$ cat src/rtl/bts_pkg.sv
`timescale 1ns / 1ps
// ----------------------------------------------------------------------------
// bts_pkg
// Shared types and codes of the bisection tile splitter.
// ----------------------------------------------------------------------------
package bts_pkg;

  localparam int COORD_W = 12;
  localparam int GRAIN_W = 13;
  localparam int SIZE_W  = COORD_W + 1;

  typedef logic [COORD_W-1:0] coord_t;
  typedef logic [GRAIN_W-1:0] grain_t;
  typedef logic [SIZE_W-1:0]  size_t;

  // operation codes of a request
  localparam logic OP_LOAD = 1'b0;
  localparam logic OP_NEXT = 1'b1;

  localparam grain_t GRAIN_RESET = 13'd64;

  typedef struct packed {
    coord_t x_first;
    coord_t x_final;
    coord_t y_first;
    coord_t y_final;
  } rect_t;

  typedef struct packed {
    logic   operation;
    coord_t region_x_first;
    coord_t region_x_final;
    coord_t region_y_first;
    coord_t region_y_final;
  } in_item_t;

  typedef struct packed {
    logic   tile_valid;
    coord_t tile_x_first;
    coord_t tile_x_final;
    coord_t tile_y_first;
    coord_t tile_y_final;
    logic   last_tile;
  } out_item_t;

  typedef struct packed {
    logic clear;
    logic push;
    logic pop;
  } stk_ctrl_t;

  typedef struct packed {
    logic empty;
    logic full;
  } stk_status_t;

  typedef struct packed {
    logic  split;
    rect_t lower;
    rect_t upper;
  } split_res_t;

  typedef enum logic [1:0] {
    ST_IDLE,
    ST_READ,
    ST_SPLIT
  } state_t;

endpackage

$ cat src/rtl/bts_split_unit.sv
`timescale 1ns / 1ps
// ----------------------------------------------------------------------------
// bts_split_unit
// Shared split step: decides whether a rectangle exceeds the grain and
// halves it in x first, else in y.
// ----------------------------------------------------------------------------
module bts_split_unit
  import bts_pkg::*;
(
  input  rect_t      rect,
  input  grain_t     grain,
  output split_res_t res
);

  size_t  x_size;
  size_t  y_size;
  logic   split_x;
  logic   split_y;
  coord_t half;
  coord_t mid;

  assign x_size  = size_t'({1'b0, rect.x_final} - {1'b0, rect.x_first} + 1'b1);
  assign y_size  = size_t'({1'b0, rect.y_final} - {1'b0, rect.y_first} + 1'b1);
  assign split_x = x_size > grain;
  assign split_y = y_size > grain;

  // one halving per step, x wins
  always_comb begin
    res       = '{split: 1'b0, lower: rect, upper: rect};
    half      = '0;
    mid       = '0;
    res.split = split_x | split_y;
    if (split_x) begin
      half            = x_size[SIZE_W-1:1];
      mid             = rect.x_first + half;
      res.upper.x_first = mid;
      res.lower.x_final = mid - 1'b1;
    end else if (split_y) begin
      half            = y_size[SIZE_W-1:1];
      mid             = rect.y_first + half;
      res.upper.y_first = mid;
      res.lower.y_final = mid - 1'b1;
    end
  end

endmodule

$ cat src/rtl/bts_stack.sv
`timescale 1ns / 1ps
// ----------------------------------------------------------------------------
// bts_stack
// Stack of pending rectangles in a single-port style memory with a
// registered read and a depth counter.
// ----------------------------------------------------------------------------
module bts_stack
  import bts_pkg::*;
#(
  parameter int STACK_DEPTH = 32
) (
  input  logic        clk,
  input  logic        rst_n,
  input  stk_ctrl_t   ctrl,
  input  rect_t       push_rect,
  output rect_t       rd_rect,
  output stk_status_t status
);

  localparam int DEPTH_W = $clog2(STACK_DEPTH + 1);
  localparam int IDX_W   = $clog2(STACK_DEPTH);

  rect_t              mem [STACK_DEPTH];
  rect_t              rd_rect_r;
  logic [DEPTH_W-1:0] depth_r;
  logic [DEPTH_W-1:0] depth_nxt;
  logic [DEPTH_W-1:0] depth_dec;
  logic [IDX_W-1:0]   wr_idx;
  logic [IDX_W-1:0]   rd_idx;
  logic               wr_en;

  assign status.empty = (depth_r == '0);
  assign status.full  = (depth_r == DEPTH_W'(STACK_DEPTH));

  assign depth_dec = depth_r - DEPTH_W'(1);
  assign rd_idx    = depth_dec[IDX_W-1:0];
  assign wr_idx    = ctrl.clear ? '0 : depth_r[IDX_W-1:0];
  // a push onto a full stack is dropped
  assign wr_en     = ctrl.push & (ctrl.clear | ~status.full);

  always_comb begin
    depth_nxt = depth_r;
    priority if (ctrl.clear) begin
      depth_nxt = ctrl.push ? DEPTH_W'(1) : '0;
    end else if (ctrl.pop) begin
      depth_nxt = depth_dec;
    end else if (wr_en) begin
      depth_nxt = depth_r + DEPTH_W'(1);
    end
  end

  always_ff @(posedge clk) begin
    if (!rst_n) begin
      depth_r <= '0;
    end else begin
      depth_r <= depth_nxt;
    end
  end

  always_ff @(posedge clk) begin
    if (wr_en) begin
      mem[wr_idx] <= push_rect;
    end
    if (ctrl.pop) begin
      rd_rect_r <= mem[rd_idx];
    end
  end

  assign rd_rect = rd_rect_r;

  a_depth_bound: assert property (@(posedge clk) disable iff (!rst_n)
    depth_r <= DEPTH_W'(STACK_DEPTH))
    else $error("stack depth beyond capacity");

  a_pop_nonempty: assert property (@(posedge clk) disable iff (!rst_n)
    ctrl.pop |-> !status.empty)
    else $error("pop from empty stack");

  a_pop_step: assert property (@(posedge clk) disable iff (!rst_n)
    ctrl.pop && !ctrl.clear |=> depth_r == $past(depth_dec))
    else $error("pop did not drop depth by one");

endmodule

$ cat src/rtl/bisection_tile_splitter.sv
`timescale 1ns / 1ps
// ----------------------------------------------------------------------------
// bisection_tile_splitter
// Splits a region into tiles no larger than the grain, one tile per fetch.
// ----------------------------------------------------------------------------
// a load or an exhausted fetch gives its result in the cycle after the request;
//   a fetch pops the stack, reads the rectangle, halves it in the shared split
//   unit until it fits the grain, pushing each upper half, then registers the tile
// throughput: one request at a time, busy stays high during a fetch, also for
//   the stack memory read after the pop
// reset: synchronous, empties the stack and sets the grain to 64; no receiver stalls
module bisection_tile_splitter
  import bts_pkg::*;
#(
  parameter int MAX_DIM     = 4096,
  parameter int STACK_DEPTH = 32
) (
  input  logic      clk,
  input  logic      rst_n,
  input  logic      start,
  output logic      busy,
  input  in_item_t  in_item,
  output logic      out_strobe,
  output out_item_t out_item,
  input  logic      cfg_valid,
  output logic      cfg_ready,
  input  grain_t    cfg_data
);

  localparam int GRAIN_CAP = (MAX_DIM < 8191) ? MAX_DIM : 8191;

  state_t      state_r;
  state_t      state_nxt;
  grain_t      grain_r;
  grain_t      grain_eff;
  rect_t       rect_r;
  rect_t       rect_nxt;
  logic        out_strobe_r;
  logic        out_strobe_nxt;
  out_item_t   out_item_r;
  out_item_t   out_item_nxt;
  logic        accept;
  stk_ctrl_t   stk_ctrl;
  stk_status_t stk_status;
  rect_t       push_rect;
  rect_t       rd_rect;
  rect_t       region;
  logic        region_ok;
  split_res_t  split_res;

  assign busy      = (state_r != ST_IDLE);
  assign accept    = start & ~busy;
  assign cfg_ready = 1'b1;

  assign grain_eff = (grain_r == '0) ? grain_t'(1) :
                     (grain_r > grain_t'(GRAIN_CAP)) ? grain_t'(GRAIN_CAP) : grain_r;

  assign region = '{x_first: in_item.region_x_first, x_final: in_item.region_x_final,
                    y_first: in_item.region_y_first, y_final: in_item.region_y_final};
  assign region_ok = (in_item.region_x_final >= in_item.region_x_first) &&
                     (in_item.region_y_final >= in_item.region_y_first);

  bts_stack #(
    .STACK_DEPTH(STACK_DEPTH)
  ) u_stack (
    .clk      (clk),
    .rst_n    (rst_n),
    .ctrl     (stk_ctrl),
    .push_rect(push_rect),
    .rd_rect  (rd_rect),
    .status   (stk_status)
  );

  bts_split_unit u_split (
    .rect (rect_r),
    .grain(grain_eff),
    .res  (split_res)
  );

  // next state
  always_comb begin
    state_nxt = state_r;
    unique case (state_r)
      ST_IDLE: begin
        if (accept && in_item.operation == OP_NEXT && !stk_status.empty) begin
          state_nxt = ST_READ;
        end
      end
      ST_READ: begin
        state_nxt = ST_SPLIT;
      end
      ST_SPLIT: begin
        if (!split_res.split) begin
          state_nxt = ST_IDLE;
        end
      end
      default: begin
        state_nxt = ST_IDLE;
      end
    endcase
  end

  // datapath and stack control
  always_comb begin
    stk_ctrl       = '0;
    push_rect      = split_res.upper;
    rect_nxt       = rect_r;
    out_strobe_nxt = 1'b0;
    out_item_nxt   = '0;
    unique case (state_r)
      ST_IDLE: begin
        if (accept) begin
          if (in_item.operation == OP_LOAD) begin
            stk_ctrl.clear = 1'b1;
            stk_ctrl.push  = region_ok;
            push_rect      = region;
            out_strobe_nxt = 1'b1;
          end else if (stk_status.empty) begin
            out_strobe_nxt = 1'b1;
          end else begin
            stk_ctrl.pop = 1'b1;
          end
        end
      end
      ST_READ: begin
        rect_nxt = rd_rect;
      end
      ST_SPLIT: begin
        if (split_res.split) begin
          stk_ctrl.push = 1'b1;
          rect_nxt      = split_res.lower;
        end else begin
          out_strobe_nxt = 1'b1;
          out_item_nxt   = '{tile_valid: 1'b1,
                             tile_x_first: rect_r.x_first, tile_x_final: rect_r.x_final,
                             tile_y_first: rect_r.y_first, tile_y_final: rect_r.y_final,
                             last_tile: stk_status.empty};
        end
      end
      default: begin
        stk_ctrl = '0;
      end
    endcase
  end

  always_ff @(posedge clk) begin
    if (!rst_n) begin
      state_r      <= ST_IDLE;
      grain_r      <= GRAIN_RESET;
      out_strobe_r <= 1'b0;
    end else begin
      state_r      <= state_nxt;
      out_strobe_r <= out_strobe_nxt;
      if (cfg_valid && cfg_ready) begin
        grain_r <= cfg_data;
      end
    end
  end

  always_ff @(posedge clk) begin
    rect_r     <= rect_nxt;
    out_item_r <= out_item_nxt;
  end

  assign out_strobe = out_strobe_r;
  assign out_item   = out_item_r;

  a_result_when_idle: assert property (@(posedge clk) disable iff (!rst_n)
    out_strobe_r |-> state_r == ST_IDLE)
    else $error("result issued while still splitting");

  a_read_after_pop: assert property (@(posedge clk) disable iff (!rst_n)
    state_r == ST_READ |-> $past(stk_ctrl.pop))
    else $error("read state without a pop");

  a_last_means_empty: assert property (@(posedge clk) disable iff (!rst_n)
    out_strobe_r && out_item_r.tile_valid && out_item_r.last_tile |-> stk_status.empty)
    else $error("last tile flagged with rectangles pending");

  a_tile_ordered: assert property (@(posedge clk) disable iff (!rst_n)
    out_strobe_r && out_item_r.tile_valid |->
      out_item_r.tile_x_final >= out_item_r.tile_x_first &&
      out_item_r.tile_y_final >= out_item_r.tile_y_first)
    else $error("tile corners inverted");

endmodule
$ cat config.mk
export PLATFORM = sky130hd
export DESIGN_NAME = bisection_tile_splitter
export DESIGN_NICKNAME = d
export VERILOG_FILES = /design/src/rtl/bts_pkg.sv /design/src/rtl/bts_split_unit.sv /design/src/rtl/bts_stack.sv /design/src/rtl/bisection_tile_splitter.sv
export SDC_FILE = /design/constraint.sdc
export NUM_CORES = 2
export LEC_CHECK = 0
export BUFFER_PORTS_ARGS = -buffer_cell sky130_fd_sc_hd__buf_2
export CORE_ASPECT_RATIO = 1.75
export CORE_MARGIN = 2
export CORE_UTILIZATION = 56
export CTS_CLUSTER_DIAMETER = 200
export CTS_CLUSTER_SIZE = 28
export DETAILED_ROUTE_END_ITERATION = 10
export PLACE_DENSITY_LB_ADDON = 0.2
export SETUP_SLACK_MARGIN = 0.02
export SLEW_MARGIN = 20
export SYNTH_ARGS = -nofsm -noshare
export SYNTH_HDL_FRONTEND = slang
export SYNTH_HIERARCHICAL = 1
export SYNTH_SLANG_ARGS = --single-unit
export TNS_END_PERCENT = 10
$ cat constraint.sdc
create_clock -name clk -period 6.87 [get_ports clk]
set_input_delay 0.3435 -clock clk [delete_from_list [all_inputs] [get_ports clk]]
set_output_delay 0.3435 -clock clk [all_outputs]
set_load 0.01 [all_outputs]
## After elaboration in Yosys (flattened, before gate mapping)

Memories as Yosys holds them, arrays and structs flattened. A register that Yosys moved wholly into a read port is not among the register bits.
Index checks and enable logic that the tools add are counted.

- Flip-flop bits (word level): 120
- Input port bits: 66
- Output and inout bits: 53
- Bits in writable memories: 1536
- Memories: 1
- Word-level logic and storage cells: 98

Memories:

| memory | words | bits a word | read ports | clocked after Yosys merged registers in | wr ports | line | source |
|---|---|---|---|---|---|---|---|
| u_stack.mem | 32 | 48 | 1 | 1 | 1 | bts_stack.sv:23 | `rect_t mem [STACK_DEPTH];` |

- Equality and inequality tests: 9
- Muxes and demuxes: 37
- Order comparisons: 5
- Reductions and logical operators: 15
- Bitwise gates (word level): 7
- $add $sub $neg: 10

Operator list:

| kind | number |
|---|---|
| $mux W48 | 3 |
| $pmux W48 S2 | 1 |
| $mux W12 | 6 |
| $mux W50 | 1 |
| $mux W36 | 1 |
| $add A13 B1 Y13 const B | 2 |
| $gt A13 B13 Y1 | 2 |
| $mux W13 | 2 |
| $sub A12 B12 Y13 | 2 |
| $add A12 B12 Y12 | 2 |
| $ge A12 B12 Y1 | 2 |
| $sub A12 B1 Y12 const B | 2 |
| $mux W6 | 3 |
| $gt A13 B13 Y1 const B | 1 |
| $logic_not A13 Y1 | 1 |
| $mux W1 | 12 |
| $ne A2 B2 Y1 const B | 4 |
| $add A6 B1 Y6 const B | 1 |
| $eq A6 B6 Y1 const B | 1 |
| $logic_not A6 Y1 | 1 |
| $mux W2 | 3 |
| $pmux W2 S3 | 1 |
| $sub A6 B1 Y6 const B | 1 |
| $mux W5 | 1 |
| 17 further kinds | 27 |

## Logic depth before layout (Yosys ltp)

- Depth in word-level cells: 11
- Depth in mapped cells: 26
- Depth with buffers taken out: 25

## Modules after synthesis

The synthesis kept the hierarchy.

Modules (own cells, without submodules):

| module | instances | area an instance (um2) | cells an instance |
|---|---|---|---|
| bts_stack | 1 | 61675.4 | 2649 |
| bisection_tile_splitter | 1 | 5251.3 | 421 |
| bts_split_unit | 1 | 4360.4 | 595 |

## Least setup slack after synthesis

OpenSTA, ideal clock, no wires.

- Path kind: reg2reg
- Start: reg rect_r[13] in the netlist's numbering
- End: mem u_stack/mem[2][0] in the netlist's numbering (enable)
- Period minus slack after synthesis: 7.057 ns
- Arrival time: 6.603 ns
- Setup slack: -0.187 ns
- Setup time: 0.454 ns
- Cell stages (with the launch flop): 24
- Data required time: 6.416 ns
- Cell sequence: edfxtp_1 -> ha_1 -> inv_1 -> ha_1 -> fa_1 -> a21o_1 -> a21oi_1 -> o21bai_1 -> a21oi_1 -> o21bai_1 -> a21oi_1 -> nand3b_1 -> nand3_1 -> ha_1 -> and4_1 -> nand3_1 -> a221o_1 -> a31oi_1 -> nand2b_1 -> a32o_1 -> o21ai_2 -> or4_1 -> buf_2 -> nor2_1

RTL lines:

| element | line | source |
|---|---|---|
| start: declaration | bisection_tile_splitter.sv:36 | `rect_t rect_r;` |
| start signal: assignment | bisection_tile_splitter.sv:161 | `rect_r <= rect_nxt;` |
| end: declaration | bts_stack.sv:23 |  |

==> summary.md <==
| Metric | Value |
|---|---|
| Run status | `completed` |
| Area Growth Syn to Fin | `6.77%` |
| First-pass GRT wire length | `about 240000 um` |
| Seq/Total Area, Yosys | `70.8%` |
| Largest cells by area after synthesis | `edfxtp_1 (69%), mux4_2 (12%), mux2_2 (3.2%), ha_1 (2.2%), dfxtp_1 (2.0%)` |
| Setup TNS | `0 ns` |
| Final cell count without fillers | `~5400` |
| Chip width | `between 200 and 300 um` |
| Detail Placement HPWL | `about 100000 um` |
| Commonest cells post-synth | `edfxtp_1 (1632), mux4_2 (384), mux2_2 (204)` |
| Hold Violations, Final | `0` |
| Pre-Repair DR Iteration Count | `8` |
| Initial antenna violation count | `6` |
| Number of buffers created by CTS | `70` |
| Gpl congestion | `around 0.89` |
| CP Cell Sequence | `ha_1 -> inv_1 -> ha_1 -> fa_1 -> a21o_1 -> a21oi_1 -> o21bai_1 -> a21oi_1 -> o21bai_1 -> a21oi_1 -> nand3b_1 -> nand3_1 -> ha_1 -> and4_1 -> nand3_1 -> a221o_1 -> a31oi_1 -> nand2b_1 -> a32o_1 -> o21ai_2 -> or4_1 -> buf_4 -> nor2_4 -> buf_12` |
| Layout net count | `a little under 4000` |
| Placed Instance Area | `approximately 0.074 mm^2` |
| Number of global-route vias before repair | `between 30000 and 40000` |
| Post-synth EDFFs | `approximately 1600` |
| Clock tree buffer depth | `3` |
| Port bufs | `around 120` |
| Maximum VDD drop | `about 210 uV` |
| Post-route cell area | `roughly 0.076 mm^2` |
| Clock Latency Late Sink | `between 0.7 and 0.8 ns` |
| Critical path type | `flop to flop` |
| Initial Util | `a little under three fifths` |
| Fmax | `around 150 MHz` |
| Max Slew Vio Count | `0` |
| Crit end category | `flop` |
| Post-route DRC | `0` |
| Worst-path clk slew | `roughly 0.11 ns` |
| Post-layout min period | `6.48 ns` |
| Die H | `around 480 um` |
| Post-synth ARST share | `0%` |
| Max incr delay on CP | `~0.5 ns` |
| Final setup viols | `0` |
| Clock root buffer | `clkbuf_16` |
| Row count | `about 170` |
| Final period util | `94.4%` |
| Avg Cell Area, Syn | `between 15 and 20 um^2` |
| RSZ-0062 raised after global routing | `no` |
| Critical-path maximum fanout | `48` |
| Post-CTS Setup Repair Bufs | `0` |
| Least-Margin Pin Slew | `between 1 and 1.5 ns` |
| Syn nets | `~3900` |
| Core ar. | `0.127 mm^2` |
| Vias per std cell | `6.39` |
| Total of max-cap violations | `0` |
| Crit path required time | `about 7.3 ns` |
| Die Area | `roughly 0.13 mm^2` |
| Clock Skew | `around 0.026 ns` |
| Placed Instances | `5312` |
| Detailed Route Iter0 Violations | `3478` |
| P per Cell Area | `roughly 250 mW/mm^2` |
| CP arrival | `6.86 ns` |
| Main synth FF type | `edfxtp_1` |
| Startpoint types | `flop` |
| Htree depth | `3` |
| Leak | `between 20 and 25 nW` |
| CTS sink count | `about 1700` |
| Critical Path Slowest Stage Cell | `or4_1` |
| Vias | `roughly 35000` |
| Syn Std Cell Area | `0.0713 mm^2` |
| Overflow after GRT | `0` |
| Relative slew slack | `between 20% and 30%` |
| Final Power | `0.0189 W` |
| CTS tree | `built` |
| Largest net degree at the start of global routing | `99` |
| Synthesized flop and latch total | `roughly 1700` |
| Leading area contributor after synthesis | `edfxtp_1` |
| Detailed Route WL | `161000 um` |
| Post-route ant nets | `0` |
| I/O pins | `between 100 and 150` |
| Yosys warnings | `6` |
| Yosys cell types | `90` |
| Avg WL per Cell | `29.7 um` |
| Share of the synthesized area in the top cell type | `68.7%` |
| HP Class | `primary input to flop` |
| Mapped Cells | `around 3700` |
| Total track usage | `between 20% and 30%` |
| Share of cells above drive strength 1 | `a little over a quarter` |
| Count leader, synth | `edfxtp_1` |
routing by layer:
| metal | vias to the layer above | GRT usage [%] | wire (um) |
|---|---|---|---|
| li1 | 14885 | - | - |
| met1 | 18512 | 34.2 | 64800 |
| met2 | 1155 | 43.1 | 83800 |
| met3 | 162 | 2.73 | 8670 |
| met4 | 0 | 6.82 | 3960 |
| met5 | - | 0 | 0 |
kinds of logic (layout without fill, tap and decap cells):
kind of cell,after synthesis,count (layout),share of synthesized area (%)
flip-flops,1704,1704,70.8
multiplexers,655,655,16.3
AND/OR/NAND/NOR,408,408,3.14
AO/OA/AOI/OAI,386,386,4.11
buffers and inverters,336,438,2.74
adder cells (fa/ha/maj),127,127,2.27
XOR/XNOR,48,48,0.656
other,1,4,0.00526
flip-flops by register name, indices dropped and copies added (netlist names):
| name | cells |
|---|---|
| u_stack/mem | 1536 |
| out_item | 50 |
| rect_r | 48 |
| u_stack/rd_rect | 48 |
| grain_r | 13 |
| u_stack/depth_r | 6 |
| state_r | 2 |
| out_strobe | 1 |
what timing repair did:
action | 4_1_cts | 5_1_grt
hold endpoints to repair | 14 | 0
gates resized for setup | 0 | 7
setup endpoints to repair | 0 | 119
hold buffers | 15 | 0
cells in the final DEF (no fill, tap or decap), types with 59 or more instances in the layout:
cell / n
dfxtp_1: 71
edfxtp_1: 1632
mux2_2: 205
clkbuf_16: 70
mux4_2: 384
a21oi_1: 135
mux2i_1: 63
and2_1: 59
nor2b_1: 88
buf_4: 64
inv_1: 97
nand2_1: 67
ha_1: 122
buf_2: 117
area by class of cell:
| type | instances | area (um^2) |
|---|---|---|
| Fill cell | 8956 | 50500 |
| Clock inverter | 8 | 125 |
| Antenna cell | 3 | 7.51 |
| Clock buffer | 94 | 1840 |
| Sequential cell | 1704 | 50500 |
| Multi-Input combinational cell | 1625 | 19200 |
| Inverter | 98 | 368 |
| Timing Repair Buffer | 238 | 2000 |
| Tap cell | 1662 | 2080 |
metrics by stage:
stage	hold WS (ns)	setup slack, ns	util (%)
2_1_floorplan	0.448	-0.187	-
3_3_place_gp	0.459	0.393	58.4
5_1_grt	0.0624	0.0292	60.1
4_1_cts	0.00888	0.295	60.1
6_report	0.0573	0.387	60.1
3_5_place_dp	0.483	0.347	58.4
critical path: cells and delay by family, from the launching register on:
family	cells	cell delay, ns
flip-flops	1	0.47
AO/OA/AOI/OAI	10	2.24
adder cells (fa/ha/maj)	4	1.27
AND/OR/NAND/NOR	7	1.49
buffers and inverters	3	0.61
power breakdown:
group	switching, W	internal [W]	leakage [nW]
Sequential	0.0000271	0.0116	15.3
Clock	0.00301	0.00197	0.949
Combinational	0.00139	0.000860	7.82
final timing paths:
kind	from	end	slack [ns]	depth (start not counted)
worst max-delay path	rect_r[13]$_DFFE_PP_	u_stack/mem[14][2]$_DFFE_PP_	0.39	24
worst min-delay path	start	out_strobe$_SDFF_PN0_	0.06	4
worst max register to register	rect_r[13]$_DFFE_PP_	u_stack/mem[14][2]$_DFFE_PP_	0.39	24
worst min register to register	u_stack/depth_r[5]$_SDFFE_PN0P_	u_stack/depth_r[5]$_SDFFE_PN0P_	0.49	2
Note: power is estimated with default switching activity, not from simulation.
